`src/rtl/rme_pkg.sv`:
```
// ----------------------------------------------------------------------------
// rme_pkg
// Opcodes, error codes and shared types of the register machine execute block.
// ----------------------------------------------------------------------------
`default_nettype none
package rme_pkg;
    localparam logic [4:0] OP_ADD  = 5'd0;
    localparam logic [4:0] OP_SUB  = 5'd1;
    localparam logic [4:0] OP_MUL  = 5'd2;
    localparam logic [4:0] OP_DIV  = 5'd3;
    localparam logic [4:0] OP_AND  = 5'd4;
    localparam logic [4:0] OP_OR   = 5'd5;
    localparam logic [4:0] OP_XOR  = 5'd6;
    localparam logic [4:0] OP_SHL  = 5'd7;
    localparam logic [4:0] OP_SHR  = 5'd8;
    localparam logic [4:0] OP_SLT  = 5'd9;
    localparam logic [4:0] OP_SLE  = 5'd10;
    localparam logic [4:0] OP_SEQ  = 5'd11;
    localparam logic [4:0] OP_LOAD = 5'd12;
    localparam logic [4:0] OP_STOR = 5'd13;
    localparam logic [4:0] OP_JAL  = 5'd14;
    localparam logic [4:0] OP_BZ   = 5'd15;
    localparam logic [4:0] OP_BNZ  = 5'd16;
    localparam logic [4:0] OP_CON  = 5'd17;
    localparam logic [4:0] OP_STOP = 5'd18;

    localparam logic [1:0] ERR_NONE = 2'd0;
    localparam logic [1:0] ERR_OP   = 2'd1;
    localparam logic [1:0] ERR_DIV0 = 2'd2;
    localparam logic [1:0] ERR_IDX  = 2'd3;

    localparam int PC_W   = 16;
    localparam int CON_W  = 32;
    localparam int IN_W   = 64;   // 5+5+1+16+5+32 bits
    localparam int OUT_W  = 56;   // 16+1+1+32+2 padded to bytes

    // divider control handed between top level and divider
    typedef struct packed {
        logic start;
        logic busy;
        logic done;
    } div_ctl_t;
endpackage
`default_nettype wire

```
`src/rtl/register_machine_execute_top.sv`:
```
// ----------------------------------------------------------------------------
// register_machine_execute_top
// Executes one decoded instruction per transaction against a register file.
// ----------------------------------------------------------------------------
// An instruction enters on the s_axis channel and yields exactly one result
// transaction on m_axis (next pc, halted, console output, error code). The
// register file is a synchronous RAM with registered read data and one read
// port, so operands are fetched in turn: an ordinary instruction reads its
// operand and reg_a, executes and outputs; a multiply adds a multiply step, a
// store ends after the indexed read and memory steps, a load goes on to the
// output, and a divide waits on the bit-serial divider. A console read answers
// from the register 1 read, a console write from the console state; a stop,
// a decode error or any instruction after stop answers from idle. After reset
// a clearing pass zeroes every register, during which no instruction is
// accepted. One instruction is in flight at a time; the next is accepted only
// once the previous result is taken, or is being taken in the same cycle.
// ----------------------------------------------------------------------------
`default_nettype none
module register_machine_execute_top #(
    parameter int REG_COUNT  = 32,
    parameter int DATA_WIDTH = 32
) (
    input  wire logic                       clk,
    input  wire logic                       rst_n,
    input  wire logic                       s_axis_tvalid,
    output logic                            s_axis_tready,
    // func[4:0], reg_a[9:5], operand_is_register[10], operand[26:11],
    // reg_b[31:27], keyboard_value[63:32]
    input  wire logic [rme_pkg::IN_W-1:0]   s_axis_tdata,
    output logic                            m_axis_tvalid,
    input  wire logic                       m_axis_tready,
    // next_pc[15:0], halted[16], console_valid[17], console_value[49:18],
    // error_code[51:50], zero fill[55:52]
    output logic      [rme_pkg::OUT_W-1:0]  m_axis_tdata
);
    import rme_pkg::*;

    localparam int AW = (REG_COUNT > 1) ? $clog2(REG_COUNT) : 1;
    localparam int SW = $clog2(DATA_WIDTH + 1);

    localparam logic [3:0] ST_CLR  = 4'd0;
    localparam logic [3:0] ST_IDLE = 4'd1;
    localparam logic [3:0] ST_RDO  = 4'd2;  // operand register read issued
    localparam logic [3:0] ST_RDA  = 4'd3;  // reg_a read issued
    localparam logic [3:0] ST_EXE  = 4'd4;  // reg_a data present
    localparam logic [3:0] ST_RDX  = 4'd5;  // indexed read issued (load/store)
    localparam logic [3:0] ST_MEM  = 4'd6;
    localparam logic [3:0] ST_DIV  = 4'd7;
    localparam logic [3:0] ST_OUT  = 4'd8;
    localparam logic [3:0] ST_RD1  = 4'd9;  // register 1 read for console
    localparam logic [3:0] ST_CON  = 4'd10;
    localparam logic [3:0] ST_MUL  = 4'd11;

    logic [3:0]            state_reg, state_next;
    logic [AW-1:0]         clr_reg, clr_next;
    logic [PC_W-1:0]       pc_reg, pc_next;
    logic                  stop_reg, stop_next;

    // latched instruction
    logic [4:0]            func_reg;
    logic [4:0]            ra_reg, rb_reg;
    logic                  isreg_reg;
    logic [15:0]           opnd_reg;
    logic [31:0]           kb_reg;
    logic [DATA_WIDTH-1:0] ov_reg, ov_next;
    logic [DATA_WIDTH-1:0] av_reg, av_next;
    logic [DATA_WIDTH-1:0] res_reg, res_next;
    logic [DATA_WIDTH-1:0] idx_reg, idx_next;

    logic                  ovalid_reg, ovalid_next;
    logic [OUT_W-1:0]      odata_reg, odata_next;

    // RAM port
    logic                  we;
    logic [AW-1:0]         waddr, raddr;
    logic [DATA_WIDTH-1:0] wdata, rdata;

    div_ctl_t              dctl;
    logic [DATA_WIDTH-1:0] quot;
    logic                  div_start;

    // input fields
    logic [4:0]  in_func, in_ra, in_rb;
    logic        in_isreg;
    logic [15:0] in_opnd;
    logic        accept;
    logic        uses_a, uses_b, uses_o;
    logic [1:0]  dec_err;

    // execute signals
    logic [DATA_WIDTH-1:0] opnd_ext;
    logic [DATA_WIDTH-1:0] sh_res;
    logic                  a_lt, a_eq;
    logic [DATA_WIDTH-1:0] cval;

    assign in_func  = s_axis_tdata[4:0];
    assign in_ra    = s_axis_tdata[9:5];
    assign in_isreg = s_axis_tdata[10];
    assign in_opnd  = s_axis_tdata[26:11];
    assign in_rb    = s_axis_tdata[31:27];

    assign s_axis_tready = (state_reg == ST_IDLE) && (!ovalid_reg || m_axis_tready);
    assign accept = s_axis_tvalid && s_axis_tready;

    assign opnd_ext = (DATA_WIDTH >= 16) ? DATA_WIDTH'({{(64-16){1'b0}}, opnd_reg})
                                         : DATA_WIDTH'(opnd_reg);

    // decode-time checks, based on the incoming instruction
    always_comb
    begin
        uses_o = (in_func <= OP_BNZ);
        uses_a = (in_func <= OP_STOR) || (in_func == OP_BZ) || (in_func == OP_BNZ);
        uses_b = (in_func <= OP_JAL);
        dec_err = ERR_NONE;
        if (in_func > OP_STOP)
        begin
            dec_err = ERR_OP;
        end
        else if ((uses_a && 32'(in_ra) >= REG_COUNT) || (uses_b && 32'(in_rb) >= REG_COUNT)
                 || (uses_o && in_isreg && 32'(in_opnd) >= REG_COUNT))
        begin
            dec_err = ERR_IDX;
        end
    end

    // shifts and compares
    always_comb
    begin
        if (ov_reg >= DATA_WIDTH'(DATA_WIDTH))
        begin
            sh_res = (func_reg == OP_SHL) ? '0 : {DATA_WIDTH{av_reg[DATA_WIDTH-1]}};
        end
        else if (func_reg == OP_SHL)
        begin
            sh_res = av_reg << ov_reg[SW-1:0];
        end
        else
        begin
            sh_res = DATA_WIDTH'($signed(av_reg) >>> ov_reg[SW-1:0]);
        end
        a_lt = $signed(av_reg) < $signed(ov_reg);
        a_eq = (av_reg == ov_reg);
    end

    function automatic logic [OUT_W-1:0] pack_out(input logic [PC_W-1:0] npc,
                                                  input logic hlt, input logic cv,
                                                  input logic [31:0] cvv,
                                                  input logic [1:0] err);
        pack_out = {4'b0, err, cvv, cv, hlt, npc};
    endfunction

    always_comb
    begin
        cval = DATA_WIDTH'(0);
        if (DATA_WIDTH >= 32)
        begin
            cval = rdata;
        end
        else
        begin
            cval = rdata;
        end
    end

    logic [31:0] con_out;
    logic [DATA_WIDTH-1:0] kb_ext;
    assign con_out = 32'($signed(cval));
    assign kb_ext  = DATA_WIDTH'($signed(kb_reg));

    logic [AW-1:0] idx_a;
    assign idx_a = idx_reg[AW-1:0];

    always_comb
    begin
        state_next = state_reg;
        clr_next = clr_reg;
        pc_next = pc_reg;
        stop_next = stop_reg;
        ov_next = ov_reg;
        av_next = av_reg;
        res_next = res_reg;
        idx_next = idx_reg;
        ovalid_next = ovalid_reg;
        odata_next = odata_reg;
        we = 1'b0;
        waddr = rb_reg[AW-1:0];
        wdata = res_reg;
        raddr = ra_reg[AW-1:0];
        div_start = 1'b0;
        if (ovalid_reg && m_axis_tready)
        begin
            ovalid_next = 1'b0;
        end
        case (state_reg)
            ST_CLR:
            begin
                we = 1'b1;
                waddr = clr_reg;
                wdata = '0;
                clr_next = clr_reg + 1'b1;
                if (32'(clr_reg) == REG_COUNT - 1)
                begin
                    state_next = ST_IDLE;
                end
            end
            ST_IDLE:
            begin
                raddr = in_opnd[AW-1:0];
                if (accept)
                begin
                    ovalid_next = 1'b0;
                    if (stop_reg)
                    begin
                        ovalid_next = 1'b1;
                        odata_next = pack_out(pc_reg, 1'b1, 1'b0, '0, ERR_NONE);
                    end
                    else if (dec_err != ERR_NONE)
                    begin
                        ovalid_next = 1'b1;
                        odata_next = pack_out(pc_reg, 1'b0, 1'b0, '0, dec_err);
                    end
                    else if (in_func == OP_STOP)
                    begin
                        stop_next = 1'b1;
                        ovalid_next = 1'b1;
                        odata_next = pack_out(pc_reg, 1'b1, 1'b0, '0, ERR_NONE);
                    end
                    else if (in_func == OP_CON)
                    begin
                        state_next = ST_RD1;
                    end
                    else
                    begin
                        state_next = ST_RDO;
                    end
                end
            end
            ST_RDO:
            begin
                // rdata holds register[operand]
                ov_next = isreg_reg ? rdata : opnd_ext;
                raddr = ra_reg[AW-1:0];
                state_next = ST_RDA;
            end
            ST_RDA:
            begin
                av_next = rdata;
                state_next = ST_EXE;
            end
            ST_EXE:
            begin
                res_next = '0;
                state_next = ST_OUT;
                case (func_reg)
                    OP_ADD: res_next = av_reg + ov_reg;
                    OP_SUB: res_next = av_reg - ov_reg;
                    OP_MUL: state_next = ST_MUL;
                    OP_DIV:
                    begin
                        if (ov_reg == '0)
                        begin
                            ovalid_next = 1'b1;
                            odata_next = pack_out(pc_reg, 1'b0, 1'b0, '0, ERR_DIV0);
                            state_next = ST_IDLE;
                        end
                        else
                        begin
                            div_start = 1'b1;
                            state_next = ST_DIV;
                        end
                    end
                    OP_AND: res_next = av_reg & ov_reg;
                    OP_OR:  res_next = av_reg | ov_reg;
                    OP_XOR: res_next = av_reg ^ ov_reg;
                    OP_SHL, OP_SHR: res_next = sh_res;
                    OP_SLT: res_next = DATA_WIDTH'(a_lt);
                    OP_SLE: res_next = DATA_WIDTH'(a_lt || a_eq);
                    OP_SEQ: res_next = DATA_WIDTH'(a_eq);
                    OP_LOAD, OP_STOR:
                    begin
                        idx_next = DATA_WIDTH'(ra_reg) + ov_reg;
                        state_next = ST_RDX;
                    end
                    OP_JAL: res_next = DATA_WIDTH'(pc_reg + 1'b1);
                    default: res_next = '0;
                endcase
            end
            ST_MUL:
            begin
                res_next = av_reg * ov_reg;
                state_next = ST_OUT;
            end
            ST_DIV:
            begin
                if (dctl.done)
                begin
                    res_next = quot;
                    state_next = ST_OUT;
                end
            end
            ST_RDX:
            begin
                if (idx_reg >= DATA_WIDTH'(REG_COUNT))
                begin
                    ovalid_next = 1'b1;
                    odata_next = pack_out(pc_reg, 1'b0, 1'b0, '0, ERR_IDX);
                    state_next = ST_IDLE;
                end
                else
                begin
                    // load reads idx, store reads the source register
                    raddr = (func_reg == OP_LOAD) ? idx_a : rb_reg[AW-1:0];
                    state_next = ST_MEM;
                end
            end
            ST_MEM:
            begin
                if (func_reg == OP_LOAD)
                begin
                    res_next = rdata;
                    state_next = ST_OUT;
                end
                else
                begin
                    we = 1'b1;
                    waddr = idx_a;
                    wdata = rdata;
                    pc_next = pc_reg + 1'b1;
                    ovalid_next = 1'b1;
                    odata_next = pack_out(pc_reg + 1'b1, 1'b0, 1'b0, '0, ERR_NONE);
                    state_next = ST_IDLE;
                end
            end
            ST_OUT:
            begin
                ovalid_next = 1'b1;
                state_next = ST_IDLE;
                case (func_reg)
                    OP_BZ, OP_BNZ:
                    begin
                        if ((av_reg == '0) == (func_reg == OP_BZ))
                        begin
                            pc_next = ov_reg[PC_W-1:0];
                        end
                        else
                        begin
                            pc_next = pc_reg + 1'b1;
                        end
                    end
                    OP_JAL:
                    begin
                        pc_next = ov_reg[PC_W-1:0];
                        we = 1'b1;
                    end
                    default:
                    begin
                        pc_next = pc_reg + 1'b1;
                        we = 1'b1;
                    end
                endcase
                odata_next = pack_out(pc_next, 1'b0, 1'b0, '0, ERR_NONE);
            end
            ST_RD1:
            begin
                raddr = AW'(1);
                state_next = ST_CON;
                if (!isreg_reg)
                begin
                    we = 1'b1;
                    waddr = AW'(1);
                    wdata = kb_ext;
                    pc_next = pc_reg + 1'b1;
                    ovalid_next = 1'b1;
                    odata_next = pack_out(pc_reg + 1'b1, 1'b0, 1'b0, '0, ERR_NONE);
                    state_next = ST_IDLE;
                end
            end
            ST_CON:
            begin
                pc_next = pc_reg + 1'b1;
                ovalid_next = 1'b1;
                odata_next = pack_out(pc_reg + 1'b1, 1'b0, 1'b1, con_out, ERR_NONE);
                state_next = ST_IDLE;
            end
            default: state_next = ST_IDLE;
        endcase
    end

    rme_ram #(
        .WIDTH(DATA_WIDTH),
        .DEPTH(REG_COUNT)
    ) u_rf (
        .clk  (clk),
        .we   (we),
        .waddr(waddr),
        .wdata(wdata),
        .raddr(raddr),
        .rdata(rdata)
    );

    rme_div #(
        .DATA_WIDTH(DATA_WIDTH)
    ) u_div (
        .clk     (clk),
        .rst_n   (rst_n),
        .start   (div_start),
        .dividend(av_reg),
        .divisor (ov_reg),
        .ctl     (dctl),
        .quotient(quot)
    );

    always_ff @(posedge clk or negedge rst_n)
    begin
        if (!rst_n)
        begin
            state_reg <= ST_CLR;
            clr_reg <= '0;
            pc_reg <= '0;
            stop_reg <= 1'b0;
            ovalid_reg <= 1'b0;
        end
        else
        begin
            state_reg <= state_next;
            clr_reg <= clr_next;
            pc_reg <= pc_next;
            stop_reg <= stop_next;
            ovalid_reg <= ovalid_next;
        end
    end

    always_ff @(posedge clk)
    begin
        if (accept)
        begin
            func_reg <= in_func;
            ra_reg <= in_ra;
            rb_reg <= in_rb;
            isreg_reg <= in_isreg;
            opnd_reg <= in_opnd;
            kb_reg <= s_axis_tdata[63:32];
        end
        ov_reg <= ov_next;
        av_reg <= av_next;
        res_reg <= res_next;
        idx_reg <= idx_next;
        odata_reg <= odata_next;
    end

    assign m_axis_tvalid = ovalid_reg;
    assign m_axis_tdata = odata_reg;
endmodule
`default_nettype wire

```
`src/rtl/rme_ram.sv`:
```
// ----------------------------------------------------------------------------
// rme_ram
// Generic single-port-write, one-read RAM with registered read data.
// ----------------------------------------------------------------------------
`default_nettype none
module rme_ram #(
    parameter int WIDTH = 32,
    parameter int DEPTH = 32
) (
    input  wire logic                     clk,
    input  wire logic                     we,
    input  wire logic [$clog2(DEPTH)-1:0] waddr,
    input  wire logic [WIDTH-1:0]         wdata,
    input  wire logic [$clog2(DEPTH)-1:0] raddr,
    output logic      [WIDTH-1:0]         rdata
);
    logic [WIDTH-1:0] mem [DEPTH];

    always_ff @(posedge clk)
    begin
        if (we)
        begin
            mem[waddr] <= wdata;
        end
        rdata <= mem[raddr];
    end
endmodule
`default_nettype wire

```
`src/rtl/rme_div.sv`:
```
// ----------------------------------------------------------------------------
// rme_div
// Signed truncating divider, restoring, one quotient bit per cycle.
// ----------------------------------------------------------------------------
`default_nettype none
module rme_div #(
    parameter int DATA_WIDTH = 32
) (
    input  wire logic                  clk,
    input  wire logic                  rst_n,
    input  wire logic                  start,
    input  wire logic [DATA_WIDTH-1:0] dividend,
    input  wire logic [DATA_WIDTH-1:0] divisor,
    output rme_pkg::div_ctl_t          ctl,
    output logic      [DATA_WIDTH-1:0] quotient
);
    import rme_pkg::*;
    localparam int CW = $clog2(DATA_WIDTH + 1);

    logic [DATA_WIDTH-1:0] q_reg, q_next;
    logic [DATA_WIDTH:0]   r_reg, r_next;
    logic [DATA_WIDTH-1:0] d_reg, d_next;
    logic                  neg_reg, neg_next;
    logic [CW-1:0]         cnt_reg, cnt_next;
    logic                  busy_reg, busy_next;
    logic                  done_reg, done_next;
    logic [DATA_WIDTH:0]   trial;
    logic [DATA_WIDTH:0]   shifted;

    always_comb
    begin
        q_next = q_reg;
        r_next = r_reg;
        d_next = d_reg;
        neg_next = neg_reg;
        cnt_next = cnt_reg;
        busy_next = busy_reg;
        done_next = 1'b0;
        shifted = {r_reg[DATA_WIDTH-1:0], q_reg[DATA_WIDTH-1]};
        trial = shifted - {1'b0, d_reg};
        if (start)
        begin
            // magnitudes; most negative maps to its own pattern as unsigned
            q_next = dividend[DATA_WIDTH-1] ? (~dividend + 1'b1) : dividend;
            d_next = divisor[DATA_WIDTH-1] ? (~divisor + 1'b1) : divisor;
            neg_next = dividend[DATA_WIDTH-1] ^ divisor[DATA_WIDTH-1];
            r_next = '0;
            cnt_next = CW'(DATA_WIDTH);
            busy_next = 1'b1;
        end
        else if (busy_reg)
        begin
            if (!trial[DATA_WIDTH])
            begin
                r_next = trial;
                q_next = {q_reg[DATA_WIDTH-2:0], 1'b1};
            end
            else
            begin
                r_next = shifted;
                q_next = {q_reg[DATA_WIDTH-2:0], 1'b0};
            end
            cnt_next = cnt_reg - 1'b1;
            if (cnt_reg == CW'(1))
            begin
                busy_next = 1'b0;
                done_next = 1'b1;
            end
        end
    end

    always_ff @(posedge clk or negedge rst_n)
    begin
        if (!rst_n)
        begin
            busy_reg <= 1'b0;
            done_reg <= 1'b0;
            cnt_reg <= '0;
        end
        else
        begin
            busy_reg <= busy_next;
            done_reg <= done_next;
            cnt_reg <= cnt_next;
        end
    end

    always_ff @(posedge clk)
    begin
        q_reg <= q_next;
        r_reg <= r_next;
        d_reg <= d_next;
        neg_reg <= neg_next;
    end

    assign quotient = neg_reg ? (~q_reg + 1'b1) : q_reg;
    assign ctl.start = start;
    assign ctl.busy = busy_reg;
    assign ctl.done = done_reg;
endmodule
`default_nettype wire

```
`config.mk`:
```
export PLATFORM = sky130hd
export DESIGN_NAME = register_machine_execute_top
export DESIGN_NICKNAME = d
export VERILOG_FILES = /design/src/rtl/rme_pkg.sv /design/src/rtl/register_machine_execute_top.sv /design/src/rtl/rme_ram.sv /design/src/rtl/rme_div.sv
export SDC_FILE = /design/constraint.sdc
export NUM_CORES = 2
export LEC_CHECK = 0
export BUFFER_PORTS_ARGS = -buffer_cell sky130_fd_sc_hd__buf_2
export CORE_ASPECT_RATIO = 1.2
export CORE_MARGIN = 3
export CORE_UTILIZATION = 45
export DETAILED_ROUTE_END_ITERATION = 10
export GPL_TIMING_DRIVEN = 0
export HOLD_SLACK_MARGIN = 0.12
export PLACE_DENSITY = 0.68
export SLEW_MARGIN = 20
export SYNTH_ARGS = -nofsm -noshare
export SYNTH_HDL_FRONTEND = slang
export SYNTH_SLANG_ARGS = --single-unit
```
`constraint.sdc`:
```
create_clock -name clk -period 11.1 [get_ports clk]
set_input_delay 2.775 -clock clk [delete_from_list [all_inputs] [get_ports clk]]
set_output_delay 2.775 -clock clk [all_outputs]
set_load 0.01 [all_outputs]
```
==> qor.yml <==
max-slew-margin-rel_pct: 11.0
rows: 173
synth-edff-count: 1333
ant_nets: 0
gp_congestion: 1.09
clockBufferDepth: 3
path_clk_slew_ns: 0.06
ys_warn_count: 0
outcome: "finished, final reports clean"
remaining_drc_errors: 0
grt_pass1_vias: 62300
worst_setup_path_end_kind: "flop"
hold_violations: 0
die_w_um: 401
ys_seq_area_share_pct: 50.0
grt_pass1_wl_um: 495000
vias_per_cell: 6.31
synthArstFlopShare_pct: 2.44
period_needed_ns: 10.85
first_pass_iters: 8
crit_slowest_cell: "clkbuf_1"
die-area_um2: 193000
worstSkewPairLatency_ns: 0.83
tightestPinTransition_ns: 1.34
post_cts_buffers: 0
clock_sinks: 1432
ios: 126
drt-total-wl_um: 364000
cts_root_buffer: "clkbuf_16"
hold_ws_ns: 0.467
netlist_area_um2: 84300
track_usage_pct: 37.1
r2r-end: "res_reg[31]$_DFFE_PP_"
wl_per_cell_um: 36.5
grt_max_degree: 41
reg2reg_slack_ns: 0.25
startpoint_type: "flop"
max_stage_delay_ns: 0.89
layout_commonest_cell: "edfxtp_1"
start_util_pct: 45.4
hold_end: "u_div.r_reg[26]$_SDFFE_PP0P_"
crit_top_cell: "fa_1"
fin_worst_skew_ns: 0.0713
avgSynthCellArea_um2: 12.0
fp.dieH_um: 480
synthCells: 7055
cts_max_level: 4
ys_top_cells_by_area: "edfxtp_1 47%, mux2i_1 10%, fa_1 9.8%, ha_1 3.9%, nor2_1 2.8%"
port_buffers: 121
yosysTopAreaCell: "edfxtp_1"
overflow: 0
cts_tree: "built"
yosysUniqueCellTypes: 96
largest-register: "u_rf.mem"
setup_viol: 0
max_cap_viol_count: 0
antenna_found_initial: 22
ys_dominant_reg_cell: "edfxtp_1"
nets: 8150
min_path_cells: 2
rr_worst_depth: 25
synth_top_area_share_pct: 47.5
num_vias: 63000
drive_above_1_share_pct: 9.38
critical_path_arrival_ns: 11.33
synth_seq_cells: 1432
cp_data_required_time_ns: 11.58
critPathKind: "flop to flop"
area_growth_pct: 12.5
cts_buffers: 147
post_cts_resized: 0
largest_reg_flops: 1024
post-dp-hpwl_um: 279000
r2r-start: "ov_reg[0]$_DFFE_PP_"
core_um2: 186000
hold_path.class: "flop to flop"
rsz0062_at_grt: "no"
slew_viol_final: 0
hold_buffers: 0
final_cell_mix: "1333 x edfxtp_1, 854 x mux2i_1, 597 x nor2_1, 558 x inv_1, 454 x nand2_1"
fin_crit_sh_pct: 97.7
first_iter_violations: 8145
hold_start: "u_div.r_reg[26]$_SDFFE_PP0P_"
max_freq_mhz: 92.2
crit_fanout: 12
critical path: cells and delay by family, from the launching register on:
kind,cells,cell delay (ns)
buffers and inverters,8,3.77
and+or+nand+nor,3,0.48
AOI/OAI and AO/OA,6,1.95
adders and majority gates,7,3.26
DFF,1,0.79
xor gates and xnor gates,1,0.19
per-layer routing:
metal	vias up	GRT usage (%)	part of all wire (%)
met5	-	0	0.038
met4	12	29.2	9.7
met3	1196	8.24	9.1
met2	3910	59.2	46
met1	31800	43.6	35
li1	26100	-	-
cells in the mapped netlist, drive strengths merged (35+ instances only):
cell type,count
a21oi,266
nand2,454
mux2i,854
fa,412
clkbuf,288
or3,37
buf,167
o21ai,297
a222oi,49
nand3,71
and2,59
a211oi,68
nor2,634
xnor2,220
dfxtp,64
inv,564
o22ai,164
nor3,68
o31ai,45
nor4,66
edfxtp,1333
ha,265
nand2b,36
mux2,37
dfrtp,35
xor2,62
area by class of cell:
type	instances	area [µm²]
Inverter	574	2150
Clock buffer	190	3960
Multi-Input combinational cell	4597	38500
Fill cell	16200	90900
Tap cell	2450	3070
Buffer	455	1890
Clock inverter	78	881
Sequential cell	1432	42200
Timing Repair Buffer	198	2150
Antenna cell	16	40.0
cells by family after synthesis:
kind of cell             after synthesis  share of synthesized area (%)
AO/OA/AOI/OAI                       1154                           8.76
other                                  1                        0.00445
AND/OR/NAND/NOR                     1554                           8.29
buffers and inverters               1029                           4.74
multiplexers                         925                           11.5
flip-flops                          1432                           50.0
adder cells (fa/ha/maj)              678                           13.7
XOR/XNOR                             282                           2.93
per-stage QoR:
stage	std cells	setup TNS [ns]	util [%]	setup WS (ns)	area, µm²
final	9990	0	51.1	0.252	94800
after global routing	9975	0	51.0	0.156	94800
after CTS	9973	0	51.0	0.0140	94800
after detailed placement	9705	0	48.4	0.00968	89900
after global placement	9629	-127.04	47.4	-2.45	88000
after floorplan	7058	0	-	2.86	84300
how the worst max path moves through the flow:
stage	endpoint	startpoint	cells after the start	slack, ns
finish	res_reg[31]$_DFFE_PP_	ov_reg[0]$_DFFE_PP_	25	0.25
global route	res_reg[31]$_DFFE_PP_	ov_reg[2]$_DFFE_PP_	26	0.16
CTS	res_reg[31]$_DFFE_PP_	ov_reg[2]$_DFFE_PP_	28	0.01
detailed placement	res_reg[31]$_DFFE_PP_	ov_reg[2]$_DFFE_PP_	28	0.01
global placement	m_axis_tdata[19]$_DFFE_PP_	m_axis_tready	6	-2.45
floorplan	m_axis_tdata[0]$_DFFE_PP_	m_axis_tready	5	2.86
Power is not shown: default switching activity piles up to over one toggle a cycle in this logic, so the estimate is an artifact.
